File: src/design/tfi_pkg.sv
package tfi_pkg;

   // Fixed field widths.
   localparam int PosW      = 32;
   localparam int FieldW    = 24;
   localparam int FracW     = 16;
   localparam int WeightW   = 17;
   localparam int AddrW     = 16;
   localparam int StoreDepth = 65536;
   localparam int CsrIdxW   = 3;
   localparam int CsrDataW  = 32;
   localparam int Corners   = 8;
   // Blend intermediates: values in Q16 and their products with a weight.
   localparam int LerpW     = 41;
   localparam int ProdW     = 59;

   typedef enum logic {
      OP_WRITE = 1'b0,
      OP_QUERY = 1'b1
   } opcode_type;

   typedef logic signed [FieldW-1:0] field_type;
   typedef logic [WeightW-1:0] weight_type;
   typedef logic [AddrW-1:0] addr_type;

   // Register indexes of the configuration port.
   localparam logic [CsrIdxW-1:0] CSR_ORIGIN_X = 3'd0;
   localparam logic [CsrIdxW-1:0] CSR_ORIGIN_Y = 3'd1;
   localparam logic [CsrIdxW-1:0] CSR_ORIGIN_Z = 3'd2;
   localparam logic [CsrIdxW-1:0] CSR_RECIP_X  = 3'd3;
   localparam logic [CsrIdxW-1:0] CSR_RECIP_Y  = 3'd4;
   localparam logic [CsrIdxW-1:0] CSR_RECIP_Z  = 3'd5;

   localparam logic [CsrDataW-1:0] RECIP_RESET = 32'd167772;

   // One linear blend a*(1-w) + b*w with w in 16 fraction bits.
   function automatic logic signed [ProdW-1:0] lerp(input logic signed [LerpW-1:0] a,
                                                   input logic signed [LerpW-1:0] b,
                                                   input weight_type w);
      logic signed [WeightW:0] wb;
      logic signed [WeightW:0] wa;
      logic signed [ProdW-1:0] pa;
      logic signed [ProdW-1:0] pb;
      wb = $signed({1'b0, w});
      wa = $signed(18'h10000) - wb;
      pa = a * wa;
      pb = b * wb;
      return pa + pb;
   endfunction

endpackage

File: src/design/tfi_axis.sv
module tfi_axis import tfi_pkg::*; #(
   parameter int N = 32
) (
   input  logic                     clock,
   input  logic                     adv,
   input  logic signed [PosW-1:0]   pos,
   input  logic signed [PosW-1:0]   origin,
   input  logic [PosW-1:0]          recip,
   output logic [$clog2(N)-1:0]     base,
   output weight_type               weight
);
   localparam int CW = $clog2(N);
   localparam int FW = 2 * PosW - FracW;
   localparam logic [FW-1:0] TOP = FW'(N - 1) << FracW;

   logic signed [PosW:0] diff_ff, diff_in;
   logic [FW-1:0] grid_ff, grid_in;
   logic [2*PosW-1:0] prod;
   logic [FW-1:0] clamped;
   logic at_top;
   logic [CW-1:0] base_ff, base_in;
   weight_type weight_ff, weight_in;

   // Offset from the grid start.
   assign diff_in = (PosW+1)'(pos) - (PosW+1)'(origin);

   // Scale to Q16 grid units; a point below the origin sits at zero.
   assign prod = diff_ff[PosW-1:0] * recip;
   assign grid_in = (diff_ff > 0) ? prod[2*PosW-1:FracW] : '0;

   // Clamp to the last grid line and keep the lower cell below it.
   assign clamped = (grid_ff > TOP) ? TOP : grid_ff;
   assign at_top = (clamped[FW-1:FracW] >= (FW-FracW)'(N - 1));
   assign base_in = at_top ? CW'(N - 2) : clamped[FracW+CW-1:FracW];
   assign weight_in = at_top ? WeightW'(1 << FracW) : {1'b0, clamped[FracW-1:0]};

   always_ff @(posedge clock) begin
      if (adv) begin
         diff_ff <= diff_in;
         grid_ff <= grid_in;
         base_ff <= base_in;
         weight_ff <= weight_in;
      end
   end

   assign base = base_ff;
   assign weight = weight_ff;
endmodule

File: config.mk
export PLATFORM = sky130hd
export DESIGN_NAME = tfi_axis
export DESIGN_NICKNAME = d
export VERILOG_FILES = /design/src/design/tfi_pkg.sv /design/src/design/tfi_axis.sv
export SDC_FILE = /design/constraint.sdc
export NUM_CORES = 2
export LEC_CHECK = 0
export CORE_ASPECT_RATIO = 0.6
export CORE_MARGIN = 2
export CORE_UTILIZATION = 50
export DETAILED_ROUTE_END_ITERATION = 10
export DONT_BUFFER_PORTS = 1
export HOLD_SLACK_MARGIN = 0.06
export PLACE_DENSITY = 0.76
export RECOVER_POWER = 50
export SKIP_CTS_REPAIR_TIMING = 1
export SYNTH_ARGS = -nofsm -noshare
export SYNTH_HDL_FRONTEND = slang
export SYNTH_SLANG_ARGS = --single-unit
File: constraint.sdc
create_clock -name clock -period 14.6 [get_ports clock]
set_clock_uncertainty 0.1 [all_clocks]
set_input_delay 2.92 -clock clock [delete_from_list [all_inputs] [get_ports clock]]
set_output_delay 2.92 -clock clock [all_outputs]
set_load 0.02 [all_outputs]
# == Yosys cells after proc, flatten, opt, wreduce, memory -nomap -nowiden ==
# Cells that the tools add are included.
# totals
word_cells,13
reg_bits,103
output_inout_bits,22
# classes
n_lt_le_gt_ge,3
reduce_logical,1
addsub,1
n_mux,2
multipliers,1
# op_table
op,count
32-bit by 32-bit multiplier with 64-bit output,1
48-bit by 21-bit > comparator with 1-bit output (second input constant),1
48-bit 2-to-1 mux,1
33-bit by 1-bit > comparator with 1-bit output (second input constant),1
32-bit by 32-bit subtractor with 33-bit output,1
32-bit by 5-bit >= comparator with 1-bit output (second input constant),1
17-bit 2-to-1 mux,1
2-bit OR reduction,1

# == Depth between registers and ports, before layout ==
# logic_depth
depth_word,4
depth_mapped,27
depth_no_buf,25

# == Worst setup path before layout ==
# Ideal clock, no wire load.
# synth_path
path_kind,in2reg
from,input port recip[2]
to,"register grid_ff[36], data pin"
setup_ns,0.266
setup_slack_ns,4.822
cell_stages,26
t_arrival_ns,9.413
t_required_ns,14.234
path_cell_list,clkbuf_1 -> nand2_1 -> fa_1 -> inv_1 -> fa_1 -> inv_1 -> fa_1 -> fa_1 -> inv_1 -> fa_1 -> fa_1 -> fa_1 -> inv_1 -> fa_1 -> inv_1 -> ha_1 -> clkbuf_1 -> a21o_1 -> a21o_1 -> a221oi_1 -> nor2_1 -> a211oi_2 -> a21oi_1 -> a41o_1 -> xnor2_1 -> nor2_1
# synth_via
elab_chain_len,1
# synth_rtl
item,line,rtl
from (decl),tfi_axis.sv:8,"input logic [PosW-1:0] recip,"
32-bit by 32-bit multiplier with 64-bit output,tfi_axis.sv:28,assign prod = diff_ff[PosW-1:0] * recip;
to (signal assigned),tfi_axis.sv:40,grid_ff <= grid_in;
to (decl),tfi_axis.sv:17,"logic [FW-1:0] grid_ff, grid_in;"
# No other way between the ends.
# A chain may end at the register's enable or synchronous reset.

# == Worst setup path after layout ==
# layout_path
from,input port recip[8]
to,"register grid_ff[36], data pin"
# Same word-level chain as after synthesis.

==> results.md <==
- Max-cap violation count: 1
- Post-synthesis adder-cell area fraction: 56.1%
- Remaining DRCs: 0
- CP Capture Type: register
- Yosys reg bits: 103
- Layout cells sized above 1: 1.63%
- Core box area: 0.0759 sq mm
- Die H: 219 um
- Port-buffer cells: 0
- Largest area contributor in the synthesized netlist: fa_1
- Status: finished with violations
- Simple-Gate Fraction of Synth Area: 18.0%
- Pre-CTS setup slack: 4440 ps
- Worst Setup Start Kind: input pin
- DRT Pass-1 Iters: 6
- Min-delay worst type: register to register
- Die span in x: 362 um
- Via density: 5.59
- Max Fclk: 101 MHz
- Register clock-pin slew on the reported worst setup and hold paths: 80 ps
- Largest net degree at the start of global routing: 104
- Clock root cell: clkbuf_16
- Detail Route Antenna Nets: 0
- Slew HR: -24.4%
- Site Rows: 78
- Most common cell after layout, fill and taps aside: inv_1
- Register area share after synthesis: 8.03%
- Final setup violation count: 0
- Cells after Synth: 4154
- Synth Area in Compound Gates: 5.34%
- Via count: 27900
- First-pass GRT wire length: 169 mm
- Routed wire length: 104 mm
- Post-route cell area: 0.0395 sq mm
- Starting Density: 50.7%
- # clock sinks: 103
- CP Max Fanout: 32
- GPL Wtd Cong: 0.952
- Mapped Nets: 5440
- Fin crit period: 9870 ps
- Utilization after layout: 52.1%
- Critical path type: input pin to register
- Num CTS Buffers: 9
- Initial antenna violation count: 3
- Data required, critical path: 14600 ps
- I/O pin cnt: 120
- Final Max Slew Viols: 18
- Largest family of logic cells by synthesized area: adder cells
- Vias in the first global route: 30300
- Area Growth Syn to Fin: 2.64%
- H-tree Lvls: 3
- Worst Path Arrival: 9870 ps
- Clock Latency Late Sink: 370 ps
- Synth async-reset ratio: 0%
- Yosys warns: 0
- Dpl cell area: 0.0392 sq mm
- CTS max path bufs: 2
- Initial DRC count: 2633
- Main synth FF type: edfxtp_1
- Xor and xnor area share after synthesis: 1.39%
- Nets: 5267
- Syn avg cell area: 9.27 sq um
- Overall Global Routing Usage: 27.6%
- Final Worst Setup Slack: 4730 ps
- RSZ-0062 raised after global routing: false
- Final Hold Violating Endpoints: 0
- R2R depth: 24
- Worst-margin pin slew: 1850 ps
- Mux share of post-synthesis cell area: 0.0260%
- Distinct cell type count of the synthesized netlist: 70
- Top cell type's share of synthesized area: 46.6%
- CTS tree: done
- Fin Setup TNS: 0 ps
- Hold-critical path depth: 1
- Die footprint: 0.0793 sq mm
- Synth top area cells: fa_1 (47%), and2_1 (10%), ha_1 (9.5%)
- Cell area after synthesis: 0.0385 sq mm
- Commonest non-fill, non-tap cells in the layout: inv_1 (927), fa_1 (896), and2_1 (598)
- Sequential cell area: 0.00309 sq mm
- Final period util: 67.6%
- Violated checks: capacitance limit, slew limit
- Multi-input logic area: 0.0311 sq mm
- Routed WL per cell: 20.9 um
- Total gr overflow: 0
- # fillers: 6808
- Post-DP HPWL: 80.0 mm
- Number of synthesized flops with an enable pin: 103
==> Yosys cell counts, types with 4 or more instances <==
library cell,number
a211oi_1,7
a21boi_0,6
a21o_1,49
a21oi_1,99
a31oi_1,10
and2_1,613
and3_1,7
buf_1,4
buf_2,4
clkbuf_1,210
edfxtp_1,103
fa_1,896
ha_1,292
inv_1,927
nand2_1,498
nand2b_1,6
nand3_1,24
nand4_1,23
nor2_1,90
nor2b_1,13
nor3_1,22
nor3b_1,6
nor4_1,18
nor4b_1,5
o211ai_1,8
o21a_1,13
o21ai_0,51
o21ai_1,4
o21bai_1,21
or3_1,8
xnor2_1,39
xor2_1,22
==> worst max-delay path: stages <==
cell and delay (ps):
and2_1 170, fa_1 500, fa_1 550, inv_1 60, fa_1 490, fa_1 520, inv_1 60, fa_1 550
fa_1 430, fa_1 490, inv_1 60, fa_1 480, inv_1 40, ha_1 350, a21oi_1 230, o21ai_0 160
nor2b_1 160, o41a_1 400, a211oi_2 450, a21oi_1 240, a41o_1 320, xnor2_1 160, nor2_1 50
==> per-layer routing <==
layer / global-route usage, % / vias to the layer above / share of wire (%)
met4: 7.39 / 0 / 2.7
met3: 6.46 / 189 / 10
met2: 43.0 / 1412 / 45
li1: - / 12000 / -
met5: 0 / - / 0
met1: 38.9 / 14300 / 42
==> final cells by class <==
| type | count | area share, % |
|---|---|---|
| Clock buffer | 9 | 0.570 |
| Inverter | 927 | 8.80 |
| Tap cell | 1000 | 3.17 |
| Timing Repair Buffer | 34 | 0.646 |
| Antenna cell | 3 | 0.0190 |
| Sequential cell | 103 | 7.83 |
| Multi-Input combinational cell | 2906 | 78.7 |
| Clock inverter | 7 | 0.228 |
==> stage by stage <==
stage	instances	hold WS, ps
2_1_floorplan	4154	397
3_3_place_gp	4970	401
3_5_place_dp	4970	401
4_1_cts	4986	421
5_1_grt	4986	446
6_report	4989	424
==> sequential cells by signal, summed over array words and instances (netlist names) <==
name / count
diff_ff: 33
weight: 17
base: 5
grid_ff: 48
==> cells by family after synthesis <==
| kind of cell | count (synthesis) |
|---|---|
| buffers and inverters | 1145 |
| flip-flops | 103 |
| XOR/XNOR | 61 |
| adder cells (fa/ha/maj) | 1188 |
| AO/OA/AOI/OAI | 313 |
| AND/OR/NAND/NOR | 1343 |
| multiplexers | 1 |
==> final timing paths <==
check               from          end  slack, ps
max             recip[8]  grid_ff[36]       4730
max reg2reg  diff_ff[24]  grid_ff[36]       6200
min           grid_ff[5]    weight[5]        420
min reg2reg   grid_ff[5]    weight[5]        420
Power is left out: the tool's default activity adds up to more than one toggle a clock period on the data nets, which glitch-free logic cannot reach.
